$ cat config.mk
export PLATFORM = sky130hd
export DESIGN_NAME = multi_channel_timeout_unit
export DESIGN_NICKNAME = d
export VERILOG_FILES = /design/src/hdl/mctu_pkg.sv /design/src/hdl/multi_channel_timeout_unit.sv
export SDC_FILE = /design/constraint.sdc
export NUM_CORES = 1
export LEC_CHECK = 0
export ABC_AREA = 1
export BUFFER_PORTS_ARGS = -buffer_cell sky130_fd_sc_hd__buf_4
export CAP_MARGIN = 20
export CORE_MARGIN = 3
export CORE_UTILIZATION = 60
export CTS_CLUSTER_SIZE = 20
export DETAILED_ROUTE_END_ITERATION = 6
export MAX_ROUTING_LAYER = met4
export PLACE_DENSITY = 0.85
export SYNTH_ARGS = -nofsm -noshare
export SYNTH_HDL_FRONTEND = slang
export SYNTH_SLANG_ARGS = --single-unit
$ cat constraint.sdc
create_clock -name clk -period 10.4 [get_ports clk]
set_input_delay 0.52 -clock clk [delete_from_list [all_inputs] [get_ports clk]]
set_output_delay 0.52 -clock clk [all_outputs]
set_load 0.005 [all_outputs]
$ cat src/hdl/mctu_pkg.sv
// ----------------------------------------------------------------------------
// mctu_pkg
// Shared types and constants of the multi-channel timeout unit.
// ----------------------------------------------------------------------------
`default_nettype none

package mctu_pkg;

	// Timeout channels held in the channel memory.
	localparam int NUM_CH = 6;
	localparam int CH_W   = 3;
	localparam int CNT_W  = 16;
	localparam int STAT_W = 8;

	// Channel memory word: {wrap pending, deadline}.
	localparam int ENT_W = CNT_W + 1;

	// Beat widths on the two stream sides.
	localparam int IN_W  = 24;
	localparam int OUT_W = 8;

	localparam logic [CNT_W-1:0] SECOND_RESET = 16'd65500;
	localparam int MS_PER_FAST_TICK_DEF = 4;

	// Channel roles.
	localparam logic [CH_W-1:0] FAST_CH    = 3'd0;
	localparam logic [CH_W-1:0] ELAPSED_CH = 3'd4;

	typedef enum logic [1:0] {
		MODE_SEC   = 2'd0,
		MODE_FAST  = 2'd1,
		MODE_QUERY = 2'd2
	} mode_t;

endpackage

`default_nettype wire

$ cat src/hdl/multi_channel_timeout_unit.sv
// ----------------------------------------------------------------------------
// multi_channel_timeout_unit
// Six timeout channels on a slow second tick and a fast tick, one memory
// holding the per-channel deadlines.
// ----------------------------------------------------------------------------
// Input beats on s_* carry a second tick, a fast tick or a channel query.
// Ticks give no output beat; every query gives exactly one status beat on
// m_*. Mode code 3 is dropped silently.
// Throughput is one beat per cycle, ticks and queries freely mixed. An
// accepted beat reads its channel entry from the channel memory into the
// evaluate stage, where it is evaluated and written back, and its status
// is loaded into the output register, so a status reaches m_tdata through
// the evaluate stage and then the output register.
// A query to the channel written just before reads the written word from
// a bypass register.
// When the receiver stalls with a status waiting, the next query is held in
// the evaluate stage and s_tready drops; ticks behind it wait in order.
// After reset the second count is 65500, the fast count is stopped at zero
// and all channels are idle; the channel entries read as idle through
// per-entry valid bits, so no clearing pass is needed.
// ----------------------------------------------------------------------------
`default_nettype none

module multi_channel_timeout_unit #(
	parameter int MS_PER_FAST_TICK = mctu_pkg::MS_PER_FAST_TICK_DEF
) (
	input  wire logic                      clk,
	input  wire logic                      arst_n,
	input  wire logic                      s_tvalid,
	output logic                           s_tready,
	// mode[1:0], channel[4:2], clear[5], duration[21:6], zero fill [23:22]
	input  wire logic [mctu_pkg::IN_W-1:0] s_tdata,
	output logic                           m_tvalid,
	input  wire logic                      m_tready,
	// status[7:0]
	output logic [mctu_pkg::OUT_W-1:0]     m_tdata
);

	import mctu_pkg::*;

	localparam int MW = $clog2(MS_PER_FAST_TICK + 1);
	localparam int PW = CNT_W + 1 + MW;

	// Scalar state.
	logic [CNT_W-1:0] sec_q, fc_q, sm_q;
	logic             run_q;

	// Channel memory and its entry valid bits.
	logic [ENT_W-1:0] mem_q [NUM_CH];
	logic [NUM_CH-1:0] ent_vld_q;

	// Bypass of the most recent memory write.
	logic             fw_vld_q;
	logic [CH_W-1:0]  fw_addr_q;
	logic [ENT_W-1:0] fw_data_q;

	// Evaluate stage.
	logic             vld_s1;
	mode_t            mode_s1;
	logic [CH_W-1:0]  ch_s1;
	logic             clr_s1;
	logic [CNT_W-1:0] dur_s1;
	logic [ENT_W-1:0] rd_s1;
	logic             rdv_s1;

	// Output register.
	logic              out_vld_q;
	logic [STAT_W-1:0] out_q;

	logic             accept, adv, out_free, is_query;
	logic [CH_W-1:0]  in_ch;
	logic             in_ch_ok;

	logic [CNT_W-1:0] ent_dl;
	logic             ent_wp;

	// Fast channel terms.
	logic             f_arm;
	logic [CNT_W-1:0] f_dl;
	logic [CNT_W:0]   fc_inc;
	logic [PW-1:0]    f_prod;
	logic             f_exp;

	// Second channel terms.
	logic [CNT_W-1:0] room;
	logic             s_arm, s_over;
	logic [CNT_W-1:0] s_dl;
	logic             s_wp_a, s_wp_b, s_exp;
	logic [CNT_W-1:0] s_sm;
	logic [STAT_W-1:0] el_diff;

	// Next state.
	logic [CNT_W-1:0]  sec_d, fc_d, sm_d;
	logic              run_d;
	logic              wr_en;
	logic [ENT_W-1:0]  wr_data;
	logic [STAT_W-1:0] st;

	assign in_ch    = s_tdata[4:2];
	assign in_ch_ok = in_ch < CH_W'(NUM_CH);

	assign is_query = (mode_s1 == MODE_QUERY);
	assign out_free = !out_vld_q || m_tready;
	assign adv      = vld_s1 && (!is_query || out_free);
	assign s_tready = !vld_s1 || adv;
	assign accept   = s_tvalid && s_tready;

	assign m_tvalid = out_vld_q;
	assign m_tdata  = out_q;

	// Channel memory: one read port at accept, one write port from stage 1.
	always_ff @(posedge clk) begin
		if (accept && in_ch_ok) begin
			rd_s1 <= mem_q[in_ch];
		end
		if (adv && wr_en) begin
			mem_q[ch_s1] <= wr_data;
		end
	end

	// The bypass register always holds the newest word for its address.
	always_comb begin
		if (fw_vld_q && fw_addr_q == ch_s1) begin
			ent_dl = fw_data_q[CNT_W-1:0];
			ent_wp = fw_data_q[CNT_W];
		end else if (rdv_s1) begin
			ent_dl = rd_s1[CNT_W-1:0];
			ent_wp = rd_s1[CNT_W];
		end else begin
			ent_dl = '0;
			ent_wp = 1'b0;
		end
	end

	// Fast channel: fast_count >= deadline / M is the same as
	// (fast_count + 1) * M > deadline.
	assign f_arm  = (ent_dl == '0) && (dur_s1 != '0);
	assign f_dl   = f_arm ? dur_s1 : ent_dl;
	assign fc_inc = {1'b0, fc_q} + (CNT_W+1)'(1);
	assign f_prod = PW'(fc_inc) * PW'(MS_PER_FAST_TICK);
	assign f_exp  = f_prod > PW'(f_dl);

	// Second channels. An arm that passes the wrap leaves the deadline one
	// second past the true wrapped time.
	assign room   = ~sec_q;
	assign s_arm  = (ent_dl == '0) && (dur_s1 != '0);
	assign s_over = dur_s1 > room;
	assign s_dl   = !s_arm ? ent_dl : (s_over ? dur_s1 - room : sec_q + dur_s1);
	assign s_wp_a = (s_arm && s_over) || ent_wp;
	assign s_sm   = (s_arm && ch_s1 == ELAPSED_CH) ? sec_q : sm_q;
	assign s_wp_b = s_wp_a && !(sec_q <= s_dl);
	assign s_exp  = (sec_q >= s_dl) && !s_wp_b;
	assign el_diff = sec_q[STAT_W-1:0] - s_sm[STAT_W-1:0];

	always_comb begin
		sec_d   = sec_q;
		fc_d    = fc_q;
		run_d   = run_q;
		sm_d    = sm_q;
		wr_en   = 1'b0;
		wr_data = {ent_wp, ent_dl};
		st      = '0;
		case (mode_s1)
			MODE_SEC: begin
				sec_d = sec_q + CNT_W'(1);
			end
			MODE_FAST: begin
				if (run_q) begin
					fc_d = fc_q + CNT_W'(1);
				end
			end
			MODE_QUERY: begin
				if (ch_s1 == FAST_CH) begin
					wr_en = 1'b1;
					if (clr_s1 || f_exp) begin
						run_d   = 1'b0;
						fc_d    = '0;
						wr_data = '0;
					end else begin
						run_d   = run_q || f_arm;
						wr_data = {1'b0, f_dl};
						st      = (fc_q == '0) ? STAT_W'(1) : fc_q[STAT_W-1:0];
					end
				end else if (ch_s1 < CH_W'(NUM_CH)) begin
					wr_en = 1'b1;
					if (clr_s1) begin
						wr_data = '0;
					end else begin
						sm_d = s_sm;
						if (s_exp) begin
							wr_data = {s_wp_b, {CNT_W{1'b0}}};
						end else begin
							wr_data = {s_wp_b, s_dl};
							if (ch_s1 == ELAPSED_CH) begin
								// Modulo 256 the late-deadline form is one lower.
								if (s_dl >= s_sm || s_wp_b) begin
									st = el_diff + STAT_W'(1);
								end else begin
									st = el_diff;
								end
							end else begin
								st = STAT_W'(1);
							end
						end
					end
				end
			end
			default: ;
		endcase
	end

	always_ff @(posedge clk or negedge arst_n) begin
		if (!arst_n) begin
			sec_q     <= SECOND_RESET;
			fc_q      <= '0;
			run_q     <= 1'b0;
			sm_q      <= '0;
			ent_vld_q <= '0;
			fw_vld_q  <= 1'b0;
			vld_s1    <= 1'b0;
			out_vld_q <= 1'b0;
		end else begin
			if (accept) begin
				vld_s1 <= 1'b1;
			end else if (adv) begin
				vld_s1 <= 1'b0;
			end
			if (adv) begin
				sec_q <= sec_d;
				fc_q  <= fc_d;
				run_q <= run_d;
				sm_q  <= sm_d;
			end
			if (adv && wr_en) begin
				ent_vld_q[ch_s1] <= 1'b1;
				fw_vld_q         <= 1'b1;
			end
			if (adv && is_query) begin
				out_vld_q <= 1'b1;
			end else if (m_tready) begin
				out_vld_q <= 1'b0;
			end
		end
	end

	always_ff @(posedge clk) begin
		if (accept) begin
			mode_s1 <= mode_t'(s_tdata[1:0]);
			ch_s1   <= in_ch;
			clr_s1  <= s_tdata[5];
			dur_s1  <= s_tdata[21:6];
			rdv_s1  <= in_ch_ok && ent_vld_q[in_ch];
		end
		if (adv && wr_en) begin
			fw_addr_q <= ch_s1;
			fw_data_q <= wr_data;
		end
		if (adv && is_query) begin
			out_q <= st;
		end
	end

`ifndef SYNTH
	// A clear or an expiry on the fast channel leaves the fast count stopped at zero.
	assert property (@(posedge clk) disable iff (!arst_n)
		adv && is_query && ch_s1 == FAST_CH && (clr_s1 || f_exp)
		|=> !run_q && fc_q == '0)
		else $error("fast count not stopped after fast channel clear or expiry");

	// A stored pending wrap always comes with a nonzero deadline.
	assert property (@(posedge clk) disable iff (!arst_n)
		adv && wr_en && wr_data[CNT_W] |-> wr_data[CNT_W-1:0] != '0)
		else $error("pending wrap written with an idle deadline");

	// A stopped fast count does not move on a fast tick.
	assert property (@(posedge clk) disable iff (!arst_n)
		adv && mode_s1 == MODE_FAST && !run_q |=> $stable(fc_q))
		else $error("fast count moved while stopped");

	// A query held behind a stalled output keeps the input side closed.
	assert property (@(posedge clk) disable iff (!arst_n)
		vld_s1 && is_query && out_vld_q && !m_tready |-> !s_tready)
		else $error("input accepted while a query is held");
`endif

endmodule

`default_nettype wire

# Word-level counts from Yosys, hierarchy flattened
# Memory sizes are Yosys's and may differ from the RTL's. A register that Yosys moved wholly into a read port is not among the register bits.
# Cells that the tools add are included.
[totals]
ff_bits = 109
mem_bits_rw = 102
in_bits = 28
output_inout_bits = 10
memories = 1
[op_classes]
add_sub_neg = 7
n_lt_le_gt_ge = 10
n_eq_ne = 7
mux = 40
bitwise_logic = 4
n_reduce_logical = 37
[memory_table]
columns = ["memory", "depth", "word_bits", "rd", "rd_ports_with_merged_regs", "wr", "line", "source"]
rows = [
  ["mem_q", 6, 17, 1, 1, 1, "multi_channel_timeout_unit.sv:49", "logic [ENT_W-1:0] mem_q [NUM_CH];"],
]
[op_table]
columns = ["operator", "count"]
rows = [
  ["16-bit 2-to-1 mux", 11],
  ["17-bit 2-to-1 mux", 4],
  ["8-bit 2-to-1 mux", 8],
  ["16-bit by 1-bit adder with 16-bit output, second input constant", 2],
  ["16-bit greater-or-equal comparator", 2],
  ["16-bit logical NOT", 2],
  ["16-bit case mux with 2 select lines", 1],
  ["19-bit by 16-bit greater-than comparator with 1-bit output", 1],
  ["16-bit by 1-bit adder with 17-bit output, second input constant", 1],
  ["16-bit adder", 1],
  ["16-bit greater-than comparator", 1],
  ["16-bit <= comparator", 1],
  ["16-bit inverter", 1],
  ["16-bit nonzero test", 1],
  ["16-bit subtractor", 1],
  ["1-bit 2-to-1 mux", 14],
  ["1-bit logical AND", 13],
  ["5-bit AND reduction", 2],
  ["8-bit by 1-bit adder with 8-bit output, second input constant", 1],
  ["3-bit by 4-bit < comparator with 1-bit output, second input constant", 2],
  ["8-bit subtractor", 1],
  ["1-bit logical OR", 7],
  ["3-bit < comparator, second input constant", 2],
  ["6-bit bitwise OR", 1],
  ["16 further kinds", 24],
]

# Longest topological paths before layout
# Gate-level depths: netlist (run 1).
[logic_depth]
word_depth = 16
ltp_mapped = 35
ltp_nobuf = 32

# Worst setup path after synthesis (run 1)
# Ideal clock, no wire load.
[synth_path]
path_type = "register to register"
from = "register sec_q[0]"
to = "register fw_data_q[0] (data pin)"
t_arrival_ns = 4.520
t_required_ns = 10.169
path_slack_ns = 5.649
path_stages_with_launch = 30
path_buffers = 2
cell_sequence = "dfrtp_1 -> inv_1 -> ha_1 -> fa_1 -> o21ai_0 -> nand2_1 -> nand2_1 -> nand2_1 -> nand2_1 -> nand2_1 -> buf_2 -> o21ai_0 -> o21ai_0 -> a21oi_1 -> o21ai_0 -> xor2_1 -> nand2_1 -> nand2_1 -> ha_1 -> a21oi_1 -> nor2_1 -> a211oi_1 -> o221ai_1 -> inv_1 -> o21bai_1 -> or2_1 -> clkbuf_4 -> nor2_4 -> inv_2 -> o221ai_1"
[synth_via]
elab_chain_len = 14
elab_cells_between_ends = 19
[synth_lines]
columns = ["element", "line", "source"]
rows = [
  ["start, declared", "multi_channel_timeout_unit.sv:45", "logic [CNT_W-1:0] sec_q, fc_q, sm_q;"],
  ["start signal, assigned", "multi_channel_timeout_unit.sv:214", "sec_q <= SECOND_RESET;"],
  ["start signal, assigned", "multi_channel_timeout_unit.sv:229", "sec_q <= sec_d;"],
  ["16-bit inverter *", "multi_channel_timeout_unit.sv:145", "assign room = ~sec_q;"],
  ["named net room[0]", "multi_channel_timeout_unit.sv:85", "logic [CNT_W-1:0] room;"],
  ["16-bit subtractor / 16-bit greater-than comparator (equally long branches)", "multi_channel_timeout_unit.sv:148, multi_channel_timeout_unit.sv:147", ""],
  ["16-bit 2-to-1 mux (2 in series)", "multi_channel_timeout_unit.sv:148", "assign s_dl = !s_arm ? ent_dl : (s_over ? dur_s1 - room : sec_q + dur_s1);"],
  ["16-bit <= comparator", "multi_channel_timeout_unit.sv:151", "assign s_wp_b = s_wp_a && !(sec_q <= s_dl);"],
  ["1-bit logical NOT", "multi_channel_timeout_unit.sv:151", ""],
  ["1-bit logical AND", "multi_channel_timeout_unit.sv:151", ""],
  ["1-bit logical NOT", "multi_channel_timeout_unit.sv:152", "assign s_exp = (sec_q >= s_dl) && !s_wp_b;"],
  ["1-bit logical AND", "multi_channel_timeout_unit.sv:152", ""],
  ["16-bit 2-to-1 mux *", "multi_channel_timeout_unit.sv:190", "if (s_exp) begin"],
  ["17-bit 2-to-1 mux *", "multi_channel_timeout_unit.sv:186", "if (clr_s1) begin"],
  ["17-bit 2-to-1 mux *", "multi_channel_timeout_unit.sv:184", "end else if (ch_s1 < CH_W'(NUM_CH)) begin"],
  ["17-bit 2-to-1 mux *", "multi_channel_timeout_unit.sv:173", "if (ch_s1 == FAST_CH) begin"],
  ["17-bit 2-to-1 mux *", "multi_channel_timeout_unit.sv:163", "case (mode_s1)"],
  ["named net wr_data[0]", "multi_channel_timeout_unit.sv:96", "logic [ENT_W-1:0] wr_data;"],
  ["end signal, assigned", "multi_channel_timeout_unit.sv:256", "fw_data_q <= wr_data;"],
  ["end, declared", "multi_channel_timeout_unit.sv:55", "logic [ENT_W-1:0] fw_data_q;"],
]
# The timed path passes the listed nets; every way through them passes the cells marked *.
# A chain may end at the register's enable or synchronous reset.

# Final worst setup path (run 1)
[layout_path]
from = "register ch_s1[1]"
to = "memory mem_q[5][3] (netlist bit) (data pin)"
[layout_via]
elab_chain_len = 16
elab_cells_between_ends = 26
[layout_lines]
columns = ["element", "line", "source"]
rows = [
  ["start, declared", "multi_channel_timeout_unit.sv:60", "logic [CH_W-1:0] ch_s1;"],
  ["start signal, assigned", "multi_channel_timeout_unit.sv:249", "ch_s1 <= in_ch;"],
  ["3-bit equality test", "multi_channel_timeout_unit.sv:123", "if (fw_vld_q && fw_addr_q == ch_s1) begin"],
  ["1-bit logical AND", "multi_channel_timeout_unit.sv:123", ""],
  ["16-bit 2-to-1 mux", "multi_channel_timeout_unit.sv:123", ""],
  ["16-bit logical NOT", "multi_channel_timeout_unit.sv:137, multi_channel_timeout_unit.sv:146", ""],
  ["1-bit logical AND", "multi_channel_timeout_unit.sv:137, multi_channel_timeout_unit.sv:146", ""],
  ["16-bit 2-to-1 mux", "multi_channel_timeout_unit.sv:148", ""],
  ["16-bit <= comparator", "multi_channel_timeout_unit.sv:151", ""],
  ["1-bit logical NOT", "multi_channel_timeout_unit.sv:151", ""],
  ["1-bit logical AND", "multi_channel_timeout_unit.sv:151", ""],
  ["1-bit logical NOT", "multi_channel_timeout_unit.sv:152", ""],
  ["1-bit logical AND", "multi_channel_timeout_unit.sv:152", ""],
  ["16-bit 2-to-1 mux", "multi_channel_timeout_unit.sv:190", ""],
  ["17-bit 2-to-1 mux", "multi_channel_timeout_unit.sv:186", ""],
  ["17-bit 2-to-1 mux", "multi_channel_timeout_unit.sv:184", ""],
  ["17-bit 2-to-1 mux", "multi_channel_timeout_unit.sv:173", ""],
  ["17-bit 2-to-1 mux *", "multi_channel_timeout_unit.sv:163", ""],
  ["named net wr_data[3]", "multi_channel_timeout_unit.sv:96", ""],
  ["end, declared", "multi_channel_timeout_unit.sv:49", ""],
]
# Marked as above.

==> flow_results.xml, run 1 <==
<?xml version="1.0" encoding="UTF-8"?>
<metrics>
  <group name="status">
    <metric name="status" unit="">completed</metric>
  </group>
  <group name="cells_and_area">
    <metric name="filler_cell_count" unit="">1604</metric>
    <metric name="multiInputGateArea" unit="µm²">5520</metric>
    <metric name="synthToLayoutAreaGrowth" unit="%">9.55</metric>
    <metric name="sequential_cell_area" unit="µm²">6570</metric>
    <metric name="final_layout_size_suffix_gt1_share" unit="%">10.8</metric>
    <metric name="antenna_diodes" unit="">0</metric>
    <metric name="final_nets" unit="">1544</metric>
    <metric name="final_design_area_no_fill" unit="µm²">14200</metric>
  </group>
  <group name="logic_synthesis">
    <metric name="synth_fp_nets" unit="">1512</metric>
    <metric name="compound_gate_fraction_of_synth_area" unit="%">13.1</metric>
    <metric name="synth.lib_cells_used.distinct" unit="">55</metric>
    <metric name="yosys_register_bits" unit="">228</metric>
    <metric name="netlist_instances" unit="">1409</metric>
    <metric name="main_combinational_cell_family_by_area_after_synthesis" unit="">simple AND/OR/NAND/NOR gates</metric>
    <metric name="synthAdderAreaFrac" unit="%">7.41</metric>
    <metric name="synthMostInstantiatedCell" unit="">sky130_fd_sc_hd__nand2_1</metric>
    <metric name="ys_dominant_reg_cell" unit="">sky130_fd_sc_hd__edfxtp_1</metric>
    <metric name="asyncSetResetFlopFracSynth" unit="%">25.4</metric>
    <metric name="synth.yosys.warnings" unit="">0</metric>
    <metric name="post_synth_xor_area_fraction" unit="%">2.49</metric>
    <metric name="post_synth_main_area_contributors" unit="">sky130_fd_sc_hd__edfxtp_1, sky130_fd_sc_hd__nand2_1, sky130_fd_sc_hd__dfrtp_1</metric>
    <metric name="synth.cell_area" unit="µm²">13000</metric>
    <metric name="synthSimpleGateAreaFrac" unit="%">19.1</metric>
    <metric name="yosysSeqAreaShare" unit="%">50.7</metric>
    <metric name="synthMuxAreaShare" unit="%">0.309</metric>
    <metric name="synth.top_cell.area_share" unit="%">39.4</metric>
    <metric name="synthesis.area_per_instance" unit="µm²">9.20</metric>
    <metric name="synth_area_leader_cell" unit="">sky130_fd_sc_hd__edfxtp_1</metric>
    <metric name="post_synth_edffs" unit="">170</metric>
    <metric name="netlist_top_cells_count" unit="">sky130_fd_sc_hd__nand2_1, sky130_fd_sc_hd__edfxtp_1, sky130_fd_sc_hd__inv_1</metric>
  </group>
  <group name="global_route">
    <metric name="globalRouteTotalUtil" unit="%">29.8</metric>
    <metric name="maximum_number_of_pins_on_one_net_before_global_route_repair" unit="">59</metric>
    <metric name="grt_pass1_vias" unit="">10100</metric>
    <metric name="initial_antenna_violation_count" unit="">0</metric>
    <metric name="grt_overflow_total" unit="">0</metric>
    <metric name="grt_first_pass_wirelength" unit="mm">53.9</metric>
  </group>
  <group name="cts">
    <metric name="cts_made_buffers" unit="">24</metric>
    <metric name="clk_latency" unit="ns">0.53</metric>
    <metric name="worst_setup_hold_path_clk_slew" unit="ns">0.06</metric>
    <metric name="cts_tree" unit="">yes</metric>
    <metric name="post_cts_setup_buffer_count" unit="">0</metric>
    <metric name="tritoncts_num_sinks" unit="">228</metric>
    <metric name="cts-root-to-sink-buffers" unit="">3</metric>
    <metric name="cts.hold.buffers_added" unit="">0</metric>
    <metric name="htree_levels" unit="">1</metric>
    <metric name="post_cts_resized" unit="">0</metric>
    <metric name="clock-root-buffer" unit="">sky130_fd_sc_hd__clkbuf_16</metric>
  </group>
  <group name="placement">
    <metric name="gpl_congestion" unit="">1.01</metric>
    <metric name="place_worst_setup_slack" unit="ns">4.14</metric>
    <metric name="buffer_ports.inserted" unit="">35</metric>
    <metric name="dp_hpwl" unit="mm">24.7</metric>
    <metric name="dpl-instance-area" unit="µm²">13500</metric>
  </group>
  <group name="critical_path">
    <metric name="cp.arrival" unit="ns">6.71</metric>
    <metric name="r2r.worst_path.cells" unit="">29</metric>
    <metric name="cp_data_required_time" unit="ns">10.60</metric>
    <metric name="cp_num_buf_inv" unit="">4</metric>
    <metric name="setup.worst_path.start_class" unit="">flip-flop</metric>
    <metric name="critical_path_sink_type" unit="">flip-flop</metric>
    <metric name="worst-path-max-fanout" unit="">31</metric>
    <metric name="cp_top_family" unit="">simple AND/OR/NAND/NOR gates</metric>
    <metric name="cp_slowest_stage_delay" unit="ns">0.72</metric>
    <metric name="reg2reg_end" unit="">mem_q[5][3]</metric>
    <metric name="startpoint_of_the_worst_register_to_register_path" unit="">ch_s1[1]</metric>
    <metric name="r2r_slack" unit="ns">3.89</metric>
    <metric name="crit_type" unit="">flip-flop to flip-flop</metric>
    <metric name="cpMostUsedCell" unit="">sky130_fd_sc_hd__nand2_1</metric>
    <metric name="worst_path_max_delay_cell" unit="">sky130_fd_sc_hd__o21ai_0</metric>
  </group>
  <group name="timing">
    <metric name="setup_viol" unit="">0</metric>
    <metric name="post-route-period-util" unit="%">62.6</metric>
    <metric name="transition_time_of_the_tightest_slew_check_pin" unit="ns">0.948</metric>
    <metric name="setup_repair_after_global_routing_missed_its_margin" unit="">false</metric>
    <metric name="worst_slew_margin_rel" unit="%">36.7</metric>
    <metric name="fin_setup_tns" unit="ns">0</metric>
    <metric name="finalHoldWorstSlack" unit="ns">0.0819</metric>
    <metric name="final_critical_path_setup_slack" unit="ns">3.89</metric>
    <metric name="finalWorstPathRequiredPeriod" unit="ns">6.51</metric>
    <metric name="report.final.hold_viol_count" unit="">0</metric>
    <metric name="clock_skew" unit="ns">0.0145</metric>
    <metric name="timing.final.max_slew_violations" unit="">0</metric>
    <metric name="max_freq" unit="GHz">0.154</metric>
  </group>
  <group name="flow_run">
    <metric name="maxCapViolCount" unit="">0</metric>
  </group>
  <group name="die">
    <metric name="io_pins" unit="">38</metric>
    <metric name="die_height" unit="µm">153</metric>
    <metric name="design.die.area" unit="µm²">23400</metric>
    <metric name="std_cell_rows" unit="">53</metric>
    <metric name="initial_util" unit="%">61.3</metric>
    <metric name="core" unit="µm²">21200</metric>
    <metric name="die_x" unit="µm">153</metric>
  </group>
  <group name="routing">
    <metric name="drc" unit="">0</metric>
    <metric name="vias" unit="">10545</metric>
    <metric name="ant_nets" unit="">0</metric>
    <metric name="post_drt_wl_per_cell" unit="µm">19.7</metric>
    <metric name="detail_route.vias_per_cell" unit="">6.08</metric>
    <metric name="postRouteWirelength" unit="mm">34.1</metric>
    <metric name="detailedRoute.firstIterationViolations" unit="">1207</metric>
    <metric name="firstDrtPassIters" unit="">5</metric>
  </group>
  <group name="power_and_ir_drop">
    <metric name="pwr_density_cell" unit="nW/µm²">175</metric>
    <metric name="power.ir.vdd_worst" unit="mV">0.142</metric>
    <metric name="power_leakage" unit="nW">6.15</metric>
  </group>
  <group name="min_path">
    <metric name="holdCritPathClass" unit="">input pin to async pin</metric>
  </group>
</metrics>
## worst max path at each step
stage             start            to  slack, ns  depth (start not counted)
2_1_floorplan  sec_q[0]  fw_data_q[0]       5.65                         29
3_3_place_gp   sec_q[3]  mem_q[4][10]       4.30                         27
3_5_place_dp   ch_s1[1]   mem_q[2][3]       4.14                         29
4_1_cts        ch_s1[1]   mem_q[5][3]       4.10                         29
5_1_grt        ch_s1[1]   mem_q[5][3]       3.44                         29
6_report       ch_s1[1]   mem_q[5][3]       3.89                         29
## cells in the final DEF (no fill, tap or decap), types with 28 or more instances in the layout
cell and count:
sky130_fd_sc_hd__a21oi_1 78, sky130_fd_sc_hd__buf_4 45, sky130_fd_sc_hd__o21ai_0 111, sky130_fd_sc_hd__edfxtp_1 170
sky130_fd_sc_hd__nand2_1 307, sky130_fd_sc_hd__xor2_1 31, sky130_fd_sc_hd__ha_1 72, sky130_fd_sc_hd__o22ai_1 28
sky130_fd_sc_hd__nand3_1 66, sky130_fd_sc_hd__dfrtp_1 45, sky130_fd_sc_hd__inv_1 167, sky130_fd_sc_hd__nor2_1 79
## layer usage
metal	share of wire, %	wire length, µm	global-route usage (%)	vias up
met5	0	0	-	-
met2	47	15900	45.2	524
met3	10	3410	6.51	63
met4	2.2	748	8.23	0
met1	41	14100	41.2	5036
li1	-	-	-	4922
## where the power goes
group          switching (mW)  leakage [nW]  internal, mW  total (mW)
sequential             0.0500          2.31          1.03        1.08
combinational           0.397          3.49         0.204       0.601
clock                   0.349         0.350         0.448       0.797
## worst reg2reg max path, delay by kind of cell (launching register included)
| kind | cells | cell delay (ns) |
|---|---|---|
| buffers and inverters | 4 | 0.98 |
| AO/OA/AOI/OAI | 8 | 1.61 |
| flip-flops | 1 | 0.50 |
| adder cells (fa/ha/maj) | 1 | 0.18 |
| AND/OR/NAND/NOR | 16 | 2.92 |
## state kept, by name, summed over array words and instances, names as in the netlist, 6 cells and up
register and flops:
mem_q 102, fw_data_q 17, rd_s1 17, dur_s1 16
fc_q 16, sec_q 16, sm_q 16, m_tdata 8
ent_vld_q 6
## cell type report
class	instances	share of cell area (%)
Clock buffer	30	4.39
Clock inverter	13	0.652
Inverter	181	4.78
Multi-Input combinational cell	959	38.8
Sequential cell	228	46.3
Tap cell	275	2.42
Timing Repair Buffer	47	2.65
## per-stage QoR
step / cells / power [mW] / util, %
after global placement: 1688 / 1.66 / 63.6
after CTS: 1732 / 2.47 / 67.0
after global routing: 1733 / 2.60 / 67.2
after detailed placement: 1689 / 1.68 / 63.6
after floorplan: 1409 / 1.52 / -
final: 1733 / 2.48 / 67.2
## kinds of logic (layout without fill, tap and decap cells)
family                   Yosys count  after routing
multiplexers                       4              4
AO/OA/AOI/OAI                    290            290
flip-flops                       228            228
buffers and inverters            222            271
XOR/XNOR                          36             36
adder cells (fa/ha/maj)           75             75
AND/OR/NAND/NOR                  554            554
Note: power is estimated with default switching activity, not from simulation.
==> inputs of run 2 (changes only) <==
--- a/config.mk
+++ b/config.mk
@@ -9,7 +9,7 @@
 export BUFFER_PORTS_ARGS = -buffer_cell sky130_fd_sc_hd__buf_4
 export CAP_MARGIN = 20
 export CORE_MARGIN = 3
-export CORE_UTILIZATION = 60
+export CORE_UTILIZATION = 57
 export CTS_CLUSTER_SIZE = 20
 export DETAILED_ROUTE_END_ITERATION = 6
 export MAX_ROUTING_LAYER = met4
==> constraint.sdc (replaced) <==
create_clock -name clk -period 5.7 [get_ports clk]
set_input_delay 0.285 -clock clk [delete_from_list [all_inputs] [get_ports clk]]
set_output_delay 0.285 -clock clk [all_outputs]
set_load 0.005 [all_outputs]
==> flow_results.xml, run 2 (synthesis results as in run 1) <==
<?xml version="1.0" encoding="UTF-8"?>
<metrics>
  <group name="status">
    <metric name="status" unit="">completed</metric>
  </group>
  <group name="routing">
    <metric name="detail_route.vias_per_cell" unit="">6.00</metric>
    <metric name="detailedRoute.firstIterationViolations" unit="">1164</metric>
    <metric name="vias" unit="">10789</metric>
    <metric name="firstDrtPassIters" unit="">6</metric>
    <metric name="postRouteWirelength" unit="mm">34.0</metric>
    <metric name="ant_nets" unit="">0</metric>
    <metric name="drc" unit="">0</metric>
    <metric name="post_drt_wl_per_cell" unit="µm">18.9</metric>
  </group>
  <group name="critical_path">
    <metric name="reg2reg_end" unit="">mem_q[4][14]</metric>
    <metric name="r2r_slack" unit="ns">0.43</metric>
    <metric name="worst-path-max-fanout" unit="">17</metric>
    <metric name="setup.worst_path.start_class" unit="">flip-flop</metric>
    <metric name="cp.arrival" unit="ns">5.53</metric>
    <metric name="crit_type" unit="">flip-flop to flip-flop</metric>
    <metric name="cpMostUsedCell" unit="">sky130_fd_sc_hd__nand2_1</metric>
    <metric name="cp_data_required_time" unit="ns">5.96</metric>
    <metric name="critical_path_sink_type" unit="">flip-flop</metric>
    <metric name="cp_slowest_stage_delay" unit="ns">0.50</metric>
    <metric name="r2r.worst_path.cells" unit="">27</metric>
    <metric name="startpoint_of_the_worst_register_to_register_path" unit="">ch_s1[1]</metric>
    <metric name="cp-endpoint" unit="">mem_q[4][14]</metric>
    <metric name="startpoint" unit="">ch_s1[1]</metric>
    <metric name="worst_path_max_delay_cell" unit="">sky130_fd_sc_hd__edfxtp_1</metric>
  </group>
  <group name="placement">
    <metric name="gpl_congestion" unit="">0.993</metric>
    <metric name="place_inst" unit="">1728</metric>
    <metric name="buffer_ports.inserted" unit="">35</metric>
    <metric name="dp_hpwl" unit="mm">23.9</metric>
  </group>
  <group name="power_and_ir_drop">
    <metric name="pwr_density_cell" unit="nW/µm²">322</metric>
    <metric name="power.ir.vdd_worst" unit="mV">0.204</metric>
    <metric name="total_power" unit="mW">4.79</metric>
    <metric name="power_leakage" unit="nW">6.50</metric>
  </group>
  <group name="timing">
    <metric name="timing.final.max_slew_violations" unit="">0</metric>
    <metric name="setup_viol" unit="">0</metric>
    <metric name="fin_setup_tns" unit="ns">0</metric>
    <metric name="post-route-period-util" unit="%">92.4</metric>
    <metric name="report.final.hold_viol_count" unit="">0</metric>
    <metric name="clock_skew" unit="ns">0.0236</metric>
    <metric name="setup_repair_after_global_routing_missed_its_margin" unit="">false</metric>
    <metric name="transition_time_of_the_tightest_slew_check_pin" unit="ns">0.906</metric>
    <metric name="max_freq" unit="GHz">0.190</metric>
    <metric name="worst_slew_margin_rel" unit="%">39.5</metric>
    <metric name="finalWorstPathRequiredPeriod" unit="ns">5.27</metric>
  </group>
  <group name="die">
    <metric name="die_x" unit="µm">157</metric>
    <metric name="die_height" unit="µm">157</metric>
    <metric name="core" unit="µm²">22100</metric>
    <metric name="std_cell_rows" unit="">54</metric>
    <metric name="design.die.area" unit="µm²">24600</metric>
    <metric name="initial_util" unit="%">58.7</metric>
    <metric name="io_pins" unit="">38</metric>
  </group>
  <group name="global_route">
    <metric name="grt_pass1_vias" unit="">10248</metric>
    <metric name="maximum_number_of_pins_on_one_net_before_global_route_repair" unit="">59</metric>
    <metric name="initial_antenna_violation_count" unit="">0</metric>
    <metric name="grt_overflow_total" unit="">0</metric>
    <metric name="globalRouteTotalUtil" unit="%">28.1</metric>
    <metric name="grt_first_pass_wirelength" unit="mm">52.8</metric>
  </group>
  <group name="cts">
    <metric name="cts_made_buffers" unit="">25</metric>
    <metric name="cts_tree" unit="">yes</metric>
    <metric name="htree_levels" unit="">1</metric>
    <metric name="cts-root-to-sink-buffers" unit="">3</metric>
    <metric name="clk_latency" unit="ns">0.56</metric>
    <metric name="tritoncts_num_sinks" unit="">228</metric>
    <metric name="clock-root-buffer" unit="">sky130_fd_sc_hd__clkbuf_16</metric>
    <metric name="worst_setup_hold_path_clk_slew" unit="ns">0.06</metric>
  </group>
  <group name="cells_and_area">
    <metric name="sequential_cell_area" unit="µm²">6570</metric>
    <metric name="max_flop_register" unit="">mem_q</metric>
    <metric name="largest_registers" unit="">mem_q (102), fw_data_q (17), rd_s1 (17)</metric>
    <metric name="number_of_cells_in_the_finished_layout_apart_from_fillers" unit="">1797</metric>
    <metric name="filler_cell_count" unit="">1628</metric>
    <metric name="final_layout_size_suffix_gt1_share" unit="%">13.4</metric>
    <metric name="largest_register_ffs" unit="">102</metric>
    <metric name="final_nets" unit="">1604</metric>
    <metric name="layout_commonest_cell" unit="">sky130_fd_sc_hd__nand2_1</metric>
    <metric name="synthToLayoutAreaGrowth" unit="%">14.6</metric>
    <metric name="antenna_diodes" unit="">0</metric>
    <metric name="highest_count_cells_in_the_layout_ignoring_fill_and_taps" unit="">sky130_fd_sc_hd__nand2_1, sky130_fd_sc_hd__edfxtp_1, sky130_fd_sc_hd__inv_1</metric>
    <metric name="multiInputGateArea" unit="µm²">5530</metric>
  </group>
  <group name="flow_run">
    <metric name="maxCapViolCount" unit="">0</metric>
  </group>
  <group name="min_path">
    <metric name="holdCritPathClass" unit="">input pin to flip-flop</metric>
  </group>
</metrics>
run 2: cell count changes in the layout (fill, tap and decap cells not counted), moves of 2 or more:
cell / before / now
sky130_fd_sc_hd__buf_8: 0 / 2
sky130_fd_sc_hd__buf_4: 45 / 80
sky130_fd_sc_hd__dlygate4sd3_1: 0 / 22
sky130_fd_sc_hd__clkbuf_1: 6 / 4
sky130_fd_sc_hd__clkinv_1: 10 / 7
sky130_fd_sc_hd__bufinv_16: 1 / 4
sky130_fd_sc_hd__o21ai_0: 111 / 109
run 2: power breakdown:
part           internal (mW)  switching, mW  total, mW
clock                  0.998          0.656       1.65
combinational          0.426          0.744       1.17
sequential              1.89         0.0775       1.96
run 2: area by class of cell:
type	instances	share of cell area, %
timing repair buffer	106	6.04
multi-input combinational	959	37.2
sequential	228	44.2
clock inverter	13	1.20
inverter	181	4.57
clock buffer	30	4.40
tap	280	2.36
run 2: worst min path at each step:
stage,start,to,slack [ns],cells past startpoint
floorplan,arst_n,ent_vld_q[0],-0.01,0
global placement,arst_n,sm_q[15],0.41,1
detailed placement,arst_n,sm_q[15],0.42,1
CTS,m_tready,m_tvalid,0.007,4
global route,m_tready,m_tvalid,0.04,4
finish,m_tready,m_tvalid,0.02,4
run 2: critical path, delay by kind of cell (launching register included):
family / cells / cell delay, ns
DFF: 1 / 0.50
buffers and inverters: 3 / 0.53
adders and majority gates: 1 / 0.37
AOI/OAI and AO/OA: 5 / 1.30
and+or+nand+nor: 18 / 2.25
run 2: metrics by stage:
stage / hold WS, ns / area [µm²] / utilization [%] / worst slack [ns]
after detailed placement: 0.419 / 13700 / 62.1 / 0.309
after global routing: 0.0365 / 14900 / 67.3 / 0.0266
final: 0.0179 / 14900 / 67.3 / 0.430
after global placement: 0.408 / 13700 / 62.1 / 0.459
after CTS: 0.00670 / 14800 / 66.9 / 0.257
after floorplan: -0.0106 / 13000 / - / 0.949
run 2: routing by layer:
layer	global-route usage (%)	vias to the layer above	routed length (µm)
li1	-	5034	-
met1	37.0	5067	13600
met2	45.1	579	16100
met3	3.43	109	2990
met4	9.96	0	1270
met5	-	-	0
run 2: repair_timing:
action,CTS,global route
endpoints found under the setup margin,0,127
buffers inserted,0,0
endpoints found under the hold margin,66,0
hold buffers,22,0
resized for setup,0,6
